--- src/rtl/rpu_ram.sv ---
// Generic single-write, single-read RAM with registered read data.
`default_nettype none
module rpu_ram #(
    parameter int WIDTH = 8,
    parameter int DEPTH = 256
) (
    input  wire logic                     aclk,
    input  wire logic                     we,
    input  wire logic [$clog2(DEPTH)-1:0] waddr,
    input  wire logic [WIDTH-1:0]         wdata,
    input  wire logic                     re,
    input  wire logic [$clog2(DEPTH)-1:0] raddr,
    output logic      [WIDTH-1:0]         rdata
);

    logic [WIDTH-1:0] mem [DEPTH];

    always_ff @(posedge aclk) begin
        if (we) begin
            mem[waddr] <= wdata;
        end
        if (re) begin
            rdata <= mem[raddr];
        end
    end

endmodule
`default_nettype wire

--- config.mk ---
export PLATFORM = sky130hd
export DESIGN_NAME = rpu_ram
export DESIGN_NICKNAME = d
export VERILOG_FILES = /design/src/rtl/rpu_ram.sv
export SDC_FILE = /design/constraint.sdc
export NUM_CORES = 2
export LEC_CHECK = 0
export ABC_CLOCK_PERIOD_IN_PS = 2500
export CAP_MARGIN = 20
export CORE_MARGIN = 2
export CORE_UTILIZATION = 40
export DETAILED_ROUTE_END_ITERATION = 6
export DONT_BUFFER_PORTS = 1
export PLACE_DENSITY_LB_ADDON = 0.2
export SLEW_MARGIN = 20
export SYNTH_ARGS = -nofsm -noshare
export SYNTH_HDL_FRONTEND = slang
export SYNTH_SLANG_ARGS = --single-unit
--- constraint.sdc ---
create_clock -name aclk -period 2.5 [get_ports aclk]
set_clock_uncertainty 0.15 [all_clocks]
set_input_delay 0.5 -clock aclk [delete_from_list [all_inputs] [get_ports aclk]]
set_output_delay 0.5 -clock aclk [all_outputs]
set_load 0.05 [all_outputs]
==> results.json <==
{
  "status": "finished, violations left",
  "failed_checks": "hold timing, setup timing",
  "root_buffer": "clkbuf_16",
  "met1_usage_pct": 28.44,
  "start_util_pct": 40.30,
  "synth_cell_types": 54,
  "setup_violations": 8,
  "clkSlewWorstSetupHoldPaths_ns": 0.06,
  "h-tree-depth": 4,
  "post-place-ws_ns": -1.075,
  "cts_tree": "done",
  "row_count": 163,
  "synthArstFlopShare_pct": 0,
  "crit_fanout": 446,
  "whs_ns": -0.3443,
  "vias": 39930,
  "io_pins": 35,
  "routed_wl_mm": 212.1,
  "syn_to_final_growth_pct": 17.85,
  "grt_use_total_pct": 20.12,
  "die_x_um": 450.2,
  "max-cap-violations": 0,
  "end_kind": "register",
  "synth.most_common_cell": "edfxtp_1",
  "start_kind": "input pin",
  "synth_top_area_share_pct": 77.53,
  "grt_overflow_total": 0,
  "synthTopCellsByArea": "edfxtp_1, mux4_2, mux2i_1",
  "vdd_ir_drop_max_v": 0.0006902,
  "die_area_um2": 202700,
  "grt_max_degree": 579,
  "worst_pin_slew_ns": 1.238,
  "coreArea_um2": 197600,
  "synth_top_cell_by_area": "edfxtp_1",
  "postSynthAreaPerCell_um2": 21.33,
  "cts_buffers": 208,
  "cp_data_required_time_ns": 2.99,
  "antenna_left": 0,
  "synth_seq_cells": 2056,
  "drt_pass1_iterations": 5,
  "leakagePower_nw": 29.93,
  "report.final.slew_viol_count": 0,
  "antenna_found_initial": 5,
  "insertion_delay_ns": 0.84,
  "clockBufferDepth": 3,
  "crit_type": "input pin to register",
  "routedWlPerCell_um": 29.77,
  "grt_util_met2_pct": 32.92,
  "fmax_ghz": 0.3638,
  "routed_via_density": 5.604,
  "cts.sinks": 2056,
  "reg2reg_slack_ns": -0.15,
  "busiest_layer": "met2",
  "hold_class": "input pin to register",
  "syn_area_um2": 79640,
  "fin_nets": 4339,
  "ys_seq_area_share_pct": 77.53,
  "syn_nets": 3760,
  "use_met3_pct": 3.033,
  "routabilityCongestion": 0.7895,
  "die_h_um": 450.2,
  "yosysWarnings": 0,
  "dr.first_iter.drc_count": 4707,
  "remaining_drc_errors": 0,
  "synth_common_cells": "edfxtp_1, mux4_2, nor2_1",
  "setup_slack_ns": -0.2484,
  "drive_gt1_share_pct": 31.41,
  "ys.flop_type": "edfxtp_1",
  "crit_arrival_ns": 3.24,
  "max-slew-margin-rel_pct": 17.45,
  "fin_crit_ns": 2.748,
  "first_global_vias": 40150,
  "period_share_pct": 109.9,
  "synth-edff-count": 2056,
  "hold_viol_final": 797,
  "synth_cells": 3733,
  "place_hpwl_mm": 114.8,
  "portBuffers": 0,
  "power.density_nw_per_um2": 757.3,
  "grt_pass1_wl_mm": 294.2,
  "grt_setup_unrepaired": "yes"
}
[path summary, 6_finish.rpt]
| path | from | to | depth (start not counted) |
|---|---|---|---|
| setup / recovery | raddr[1] | rdata[2] | 8 |
| hold reg to reg | mem[40][3] | rdata[3] | 6 |
| setup reg to reg | mem[142][0] | rdata[0] | 7 |
| hold / removal | wdata[7] | mem[186][7] | 0 |
[kinds of logic after synthesis]
family / after synthesis / share of synthesized area (%)
AO/OA/AOI/OAI: 385 / 3.416
buffers and inverters: 235 / 1.829
flip-flops: 2056 / 77.53
multiplexers: 591 / 14.60
AND/OR/NAND/NOR: 466 / 2.625
[cells in the final DEF (no fill, tap or decap), types with 6 or more instances in the layout]
cell type / synthesis / routed
mux4_2: 454 / 455
o21ai_0: 10 / 10
nor2b_1: 31 / 24
a22o_1: 8 / 7
buf_12: 8 / 27
bufinv_16: 0 / 13
buf_4: 27 / 538
nor2_1: 282 / 274
a221oi_1: 13 / 9
nor2_4: 0 / 7
a21oi_1: 96 / 95
nor2b_4: 0 / 7
nor4_2: 3 / 10
a22oi_1: 133 / 132
nor4_4: 0 / 8
clkbuf_16: 0 / 226
nand3_2: 0 / 8
nand2_1: 33 / 33
mux2i_1: 134 / 134
nand3_1: 34 / 26
clkinv_2: 0 / 34
o221ai_1: 46 / 46
a211oi_1: 16 / 6
nand2b_1: 8 / 8
nand4_1: 10 / 10
buf_16: 0 / 7
a211oi_2: 0 / 10
edfxtp_1: 2056 / 2056
o22ai_1: 28 / 28
dlygate4sd3_1: 0 / 11
o211ai_1: 10 / 10
nor4_1: 24 / 9
clkbuf_1: 111 / 46
clkinv_1: 1 / 58
nor3_1: 22 / 14
[flip-flops by register name, indices dropped and copies added, names as in the netlist]
signal / flops
mem: 2048
rdata: 8
[critical path, stage by stage]
cell and delay, ns:
or3b_4 0.82, buf_4 0.19, o22ai_1 0.22, o21ai_0 0.14
nand3_1 0.26, nor4_2 0.09, buf_4 0.16, nor4_2 0.27
[through the flow]
step | setup TNS, ns | cells | total power [mW] | util (%) | area (um2)
6_report | -1.285 | 7125 | 71.08 | 47.49 | 93850
5_1_grt | -0.6079 | 7124 | 73.03 | 47.49 | 93850
4_1_cts | -0.3623 | 7069 | 71.08 | 46.95 | 92780
3_5_place_dp | -7.082 | 6686 | 41.25 | 43.49 | 85950
3_3_place_gp | -8.613 | 6686 | 41.26 | 43.49 | 85950
2_1_floorplan | -0.7707 | 3733 | 40.73 | - | 79920
[power by group]
group	internal, mW	leakage (nW)	switching (mW)
combinational	1.46	8.28	1.60
clock	16.8	3.16	13.1
sequential	38.0	18.5	0.0966
[routing by layer]
metal	wire length, um	share of wire, %	vias to the layer above
met3	12930	6.1	274
li1	-	-	16880
met5	0	0	-
met2	104000	49	1333
met1	90660	43	21440
met4	4475	2.1	0
[timing repair]
item                                    in CTS  in global routing
pin swaps                                   16                  9
endpoints found under the setup margin       9                  9
endpoints found under the hold margin     2061               1557
hold buffers                                 5                 11
gates resized for setup                     56                 27
setup buffers                                0                 21
cloned                                       0                 16
[final cells by class]
type,instances,area (um2)
fill,16270,103800
sequential,2056,61740
multi-input combinational,1442,17030
clock buffer,258,5478
timing repair buffer,602,5289
tap,2640,3303
clock inverter,123,997.2
inverter,2,7.507
antenna,2,5.005
Power figures use the tool's default switching activity.
