==> src/rtl/rpu_pkg.sv <==
// Shared types, codes and defaults of the raster pixel unpacker.
`default_nettype none
package rpu_pkg;

    localparam int MAP_ENTRIES_DEF = 256;
    localparam int CFG_INDEX_W     = 3;
    localparam int CFG_DATA_W      = 16;

    typedef enum logic [0:0] {
        CMD_MAP_WRITE = 1'b0,
        CMD_RASTER    = 1'b1
    } cmd_t;

    typedef enum logic [1:0] {
        PLANE_RED   = 2'd0,
        PLANE_GREEN = 2'd1,
        PLANE_BLUE  = 2'd2
    } plane_t;

    // DEPTH_NONE is the unused code: raster bytes are dropped.
    typedef enum logic [1:0] {
        DEPTH_8    = 2'd0,
        DEPTH_24   = 2'd1,
        DEPTH_32   = 2'd2,
        DEPTH_NONE = 2'd3
    } depth_t;

    typedef enum logic [CFG_INDEX_W-1:0] {
        CFG_IMAGE_WIDTH   = 3'd0,
        CFG_IMAGE_HEIGHT  = 3'd1,
        CFG_DEPTH_MODE    = 3'd2,
        CFG_RED_FIRST     = 3'd3,
        CFG_USE_COLOR_MAP = 3'd4
    } cfg_index_t;

    // Live configuration seen by the decoder.
    typedef struct packed {
        logic [15:0] image_width;
        logic [15:0] image_height;
        logic [1:0]  depth_mode;
        logic        red_first;
    } cfg_t;

    // One decoded pixel before the color map lookup.
    typedef struct packed {
        logic [7:0]  red;
        logic [7:0]  green;
        logic [7:0]  blue;
        logic [15:0] column;
        logic [15:0] row;
        logic        last_pixel;
    } pix_t;

endpackage
`default_nettype wire

==> src/rtl/rpu_decode.sv <==
// Byte-phase tracking, channel assembly and column/row counting.
`default_nettype none
module rpu_decode (
    input  wire logic          aclk,
    input  wire logic          aresetn,
    input  wire rpu_pkg::cfg_t cfg,
    input  wire logic          beat,
    input  wire logic [7:0]    data_byte,
    output logic               pix_valid,
    output rpu_pkg::pix_t      pix
);

    logic [1:0]  byte_phase_reg,    byte_phase_next;
    logic [15:0] held_channels_reg, held_channels_next;
    logic [15:0] column_count_reg,  column_count_next;
    logic [15:0] line_count_reg,    line_count_next;
    logic        pad_pending_reg,   pad_pending_next;
    logic        image_done_reg,    image_done_next;

    always_ff @(posedge aclk) begin
        if (!aresetn) begin
            byte_phase_reg    <= '0;
            held_channels_reg <= '0;
            column_count_reg  <= '0;
            line_count_reg    <= '0;
            pad_pending_reg   <= 1'b0;
            image_done_reg    <= 1'b0;
        end else begin
            byte_phase_reg    <= byte_phase_next;
            held_channels_reg <= held_channels_next;
            column_count_reg  <= column_count_next;
            line_count_reg    <= line_count_next;
            pad_pending_reg   <= pad_pending_next;
            image_done_reg    <= image_done_next;
        end
    end

    always_comb begin
        logic [1:0]  last_phase;
        logic [15:0] col_inc;
        logic [15:0] line_inc;
        logic [7:0]  c0;
        logic [7:0]  c1;

        byte_phase_next    = byte_phase_reg;
        held_channels_next = held_channels_reg;
        column_count_next  = column_count_reg;
        line_count_next    = line_count_reg;
        pad_pending_next   = pad_pending_reg;
        image_done_next    = image_done_reg;
        pix_valid          = 1'b0;

        case (cfg.depth_mode)
            rpu_pkg::DEPTH_8:  last_phase = 2'd0;
            rpu_pkg::DEPTH_24: last_phase = 2'd2;
            default:           last_phase = 2'd3;
        endcase

        col_inc  = column_count_reg + 16'd1;
        line_inc = line_count_reg + 16'd1;
        c0       = held_channels_reg[7:0];
        c1       = held_channels_reg[15:8];

        // Channel assembly
        if (cfg.depth_mode == rpu_pkg::DEPTH_8) begin
            pix.red   = data_byte;
            pix.green = data_byte;
            pix.blue  = data_byte;
        end else if (cfg.red_first) begin
            pix.red   = c0;
            pix.green = c1;
            pix.blue  = data_byte;
        end else begin
            pix.blue  = c0;
            pix.green = c1;
            pix.red   = data_byte;
        end
        pix.column     = column_count_reg;
        pix.row        = cfg.image_height - 16'd1 - line_count_reg;
        pix.last_pixel = 1'b0;

        if (beat && !image_done_reg && cfg.depth_mode != rpu_pkg::DEPTH_NONE) begin
            if (pad_pending_reg) begin
                // drop the line pad byte
                pad_pending_next = 1'b0;
            end else if (byte_phase_reg < last_phase) begin
                if (cfg.depth_mode == rpu_pkg::DEPTH_32 && byte_phase_reg == 2'd0) begin
                    // drop the leading pad byte
                end else if ((cfg.depth_mode == rpu_pkg::DEPTH_24 && byte_phase_reg == 2'd0) ||
                             (cfg.depth_mode == rpu_pkg::DEPTH_32 && byte_phase_reg == 2'd1)) begin
                    held_channels_next = {held_channels_reg[15:8], data_byte};
                end else begin
                    held_channels_next = {data_byte, held_channels_reg[7:0]};
                end
                byte_phase_next = byte_phase_reg + 2'd1;
            end else begin
                byte_phase_next   = 2'd0;
                pix_valid         = 1'b1;
                column_count_next = col_inc;
                if (col_inc == cfg.image_width) begin
                    column_count_next = '0;
                    if (cfg.depth_mode != rpu_pkg::DEPTH_32 && cfg.image_width[0]) begin
                        pad_pending_next = 1'b1;
                    end
                    line_count_next = line_inc;
                    if (line_inc == cfg.image_height) begin
                        image_done_next  = 1'b1;
                        pad_pending_next = 1'b0;
                        pix.last_pixel   = 1'b1;
                    end
                end
            end
        end
    end

endmodule
`default_nettype wire

==> config.mk <==
export PLATFORM = sky130hd
export DESIGN_NAME = rpu_decode
export DESIGN_NICKNAME = d
export VERILOG_FILES = /design/src/rtl/rpu_pkg.sv /design/src/rtl/rpu_decode.sv
export SDC_FILE = /design/constraint.sdc
export NUM_CORES = 1
export LEC_CHECK = 0
export BUFFER_PORTS_ARGS = -buffer_cell sky130_fd_sc_hd__buf_2
export CELL_PAD_IN_SITES_DETAIL_PLACEMENT = 1
export CELL_PAD_IN_SITES_GLOBAL_PLACEMENT = 1
export CORE_MARGIN = 2
export CORE_UTILIZATION = 41
export CTS_BUF_LIST = sky130_fd_sc_hd__clkbuf_8
export CTS_CLUSTER_SIZE = 16
export DETAILED_ROUTE_END_ITERATION = 12
export PLACE_DENSITY_LB_ADDON = 0.1
export SLEW_MARGIN = 15
export SYNTH_ARGS = -nofsm -noshare
export SYNTH_HDL_FRONTEND = slang
export SYNTH_SLANG_ARGS = --single-unit
==> constraint.sdc <==
create_clock -name aclk -period 3.3 [get_ports aclk]
set_input_delay 0.33 -clock aclk [delete_from_list [all_inputs] [get_ports aclk]]
set_output_delay 0.33 -clock aclk [all_outputs]
set_load 0.01 [all_outputs]
==> impl_metrics.yaml <==
final_layout:
  syn2layout_area_growth_pct: 18.8
  fin_cells: 790
  nNetsFinal: 720
  fill_cells: 1325
  drive_gt1_share_pct: 27.2
  num_antenna_cells: 0
yosys:
  ys_ff_latch: 52
  synth.top_cells.by_count: "52 x dfxtp_1, 52 x nor2_1, 50 x nand2_1"
  yosysUniqueCellTypes: 58
  synth_area_sq_um: 4430
  synth_edf_count: 0
  synth_top_area_share_pct: 23.5
  synth-async-reset-ratio_pct: 0
  avgSynthCellArea_sq_um: 7.97
  yosysSeqAreaShare_pct: 23.5
  synth_warnings: 0
  synth_top_area_cell: "dfxtp_1"
  synthTopCellsByArea: "dfxtp_1 23%, xnor2_1 7.1%, mux2_2 6.1%"
  syn-instance-count: 556
  ys.flop_type: "dfxtp_1"
  synth_fp_nets: 623
power_and_ir_drop:
  irDropWorstVdd_uv: 152
  finalPower_mw: 1.41
  power.density_nw_per_um2: 269
  p_leak_nw: 2.33
placed_design:
  routabilityCongestion: 0.892
  dp_hpwl_mm: 10.6
  portBuffers: 103
  place_ws_ns: 0.259
  post-place-cells: 782
critical_path:
  cp-start-kind: "flop"
  crit_path_end_kind: "primary output"
  critical_path_peak_fanout: 7
  critPathRequiredTime_ns: 2.97
  reg2reg_setup_slack_ns: 0.35
  worst-setup-path-type: "reg2out"
  rr_worst_depth: 8
  arrival_ns: 2.85
floorplan:
  start_util_pct: 42.5
  core_area_sq_um: 10400
  dieHeight_um: 108
  ios: 104
  die-area_sq_um: 11700
  fp.dieW_um: 108
  row_count: 37
sta:
  setup_violations: 0
  hold_ws_ns: 0.301
  rsz0062_at_grt: "yes"
  worst_clock_skew_ns: 0.00710
  slew_viol_final: 0
  finalCritPeriodShare_pct: 96.4
  finalWorstSetupSlack_ns: 0.120
  slew-limit-headroom_pct: 49.3
  fmax_mhz: 314
  final-hold-violation-count: 0
  fin_crit_ns: 3.18
  tightestPinTransition_ns: 0.756
hold_path:
  hold_path.class: "in2reg"
  whs_path_depth: 3
clock_network:
  clkLatencyLatePin_ns: 0.31
  cts_tree: "yes"
  cts_hold_buf: 0
  clkTransAtPathRegs_ns: 0.11
  clockRootBuffer: "clkbuf_8"
  clkSinkCount: 52
  h-tree-depth: 2
  cts-buffers-inserted: 5
  clock_path_buffers: 2
detailed_routing:
  dr.pass1.iters: 5
  vias_per_cell: 5.81
  drt_iter0_markers: 156
  antenna_left: 0
  routed_wl_mm: 13.5
  drc_errors: 0
  routedWlPerCell_um: 17.1
  dr_total_vias: 4589
global_routing:
  grt_pass1_wl_mm: 21.6
  grt_pass1_vias: 4563
  antenna_found_initial: 0
  track_usage_pct: 22.7
  grt.overflow.total: 0
  grt_max_degree: 31
run:
  cap_violations: 0
status:
  outcome: "completed"
kinds of logic (layout without fill, tap and decap cells):
group / Yosys count / after routing / synth area share (%)
AND/OR/NAND/NOR: 217 / 217 / 26.0
buffers and inverters: 55 / 153 / 5.20
flip-flops: 52 / 52 / 23.5
AO/OA/AOI/OAI: 111 / 111 / 17.4
XOR/XNOR: 52 / 52 / 10.3
adder cells (fa/ha/maj): 21 / 21 / 6.10
multiplexers: 48 / 48 / 11.5
layer usage:
metal	GRT usage, %	vias to the layer above	part of all wire, %	wire [um]
met4	6.78	0	1.8	248
met2	41.4	104	50	6800
met5	0	-	0	0
met3	2.71	20	3.5	478
li1	-	2216	-	-
met1	28.0	2249	44	6020
cell type report:
type                            count  area [sq um]  share of cell area, %
Clock buffer                        5          68.8                   1.31
Clock inverter                      3          27.5                  0.523
Inverter                           25          93.8                   1.78
Multi-Input combinational cell    449          3210                   61.1
Sequential cell                    52          1050                   19.9
Tap cell                          136           170                   3.23
Timing Repair Buffer              120           643                   12.2
power by group:
group | internal [mW] | total, mW | leakage, nW | switching, mW
sequential | 0.639 | 0.646 | 0.423 | 0.00704
clock | 0.156 | 0.400 | 0.0463 | 0.243
combinational | 0.164 | 0.369 | 1.86 | 0.204
layout by cell type, fill, tap and decap left out, types with 3 or more instances in the layout:
| cell | count |
|---|---|
| and4_1 | 5 |
| nor2b_1 | 6 |
| xor2_1 | 16 |
| a22o_1 | 17 |
| nor4_1 | 8 |
| o21a_1 | 6 |
| nor2_1 | 52 |
| nand2_1 | 50 |
| or4_1 | 10 |
| a21o_1 | 3 |
| buf_2 | 103 |
| nor3_1 | 11 |
| nand2b_1 | 9 |
| clkbuf_8 | 5 |
| and3_1 | 8 |
| or3_1 | 4 |
| xnor2_1 | 36 |
| mux2i_1 | 24 |
| or2_2 | 3 |
| a21oi_1 | 23 |
| nand4_1 | 14 |
| o31ai_1 | 4 |
| dfxtp_1 | 47 |
| nand3_1 | 19 |
| buf_4 | 17 |
| dfxtp_2 | 5 |
| o21ai_0 | 19 |
| ha_1 | 19 |
| inv_1 | 25 |
| a21oi_2 | 3 |
| o211ai_1 | 13 |
| and2_1 | 5 |
| mux2_2 | 24 |
final timing paths:
kind	startpoint	endpoint
hold reg to reg	line_count_reg[15]$_SDFFE_PN0P_	line_count_reg[15]$_SDFFE_PN0P_
setup / recovery	line_count_reg[1]$_SDFFE_PN0P_	pix[0]
setup reg to reg	column_count_reg[1]$_SDFFE_PN0P_	line_count_reg[9]$_SDFFE_PN0P_
hold / removal	data_byte[2]	held_channels_reg[2]$_SDFFE_PN0P_
repair_timing:
action	in CTS	in global routing
buffers inserted	0	0
endpoints found under the setup margin	1	7
gates resized for setup	2	14
critical path, stage by stage (launching register included):
cell and delay, ns:
dfxtp_1 0.42, ha_2 0.27, and4_2 0.34, nand2_1 0.09, or4b_2 0.64, nand3_1 0.12, o2111ai_1 0.19, nor4_4 0.29
buf_2 0.18
through the flow:
stage	cell area, sq um	utilization, %	setup TNS [ns]
2_1_floorplan	4430	-	0
6_report	5270	50.5	0
3_3_place_gp	5110	49.0	0
5_1_grt	5270	50.5	-0.0741
3_5_place_dp	5110	49.0	0
4_1_cts	5210	50.0	0
(Power assumes the default switching activity.)
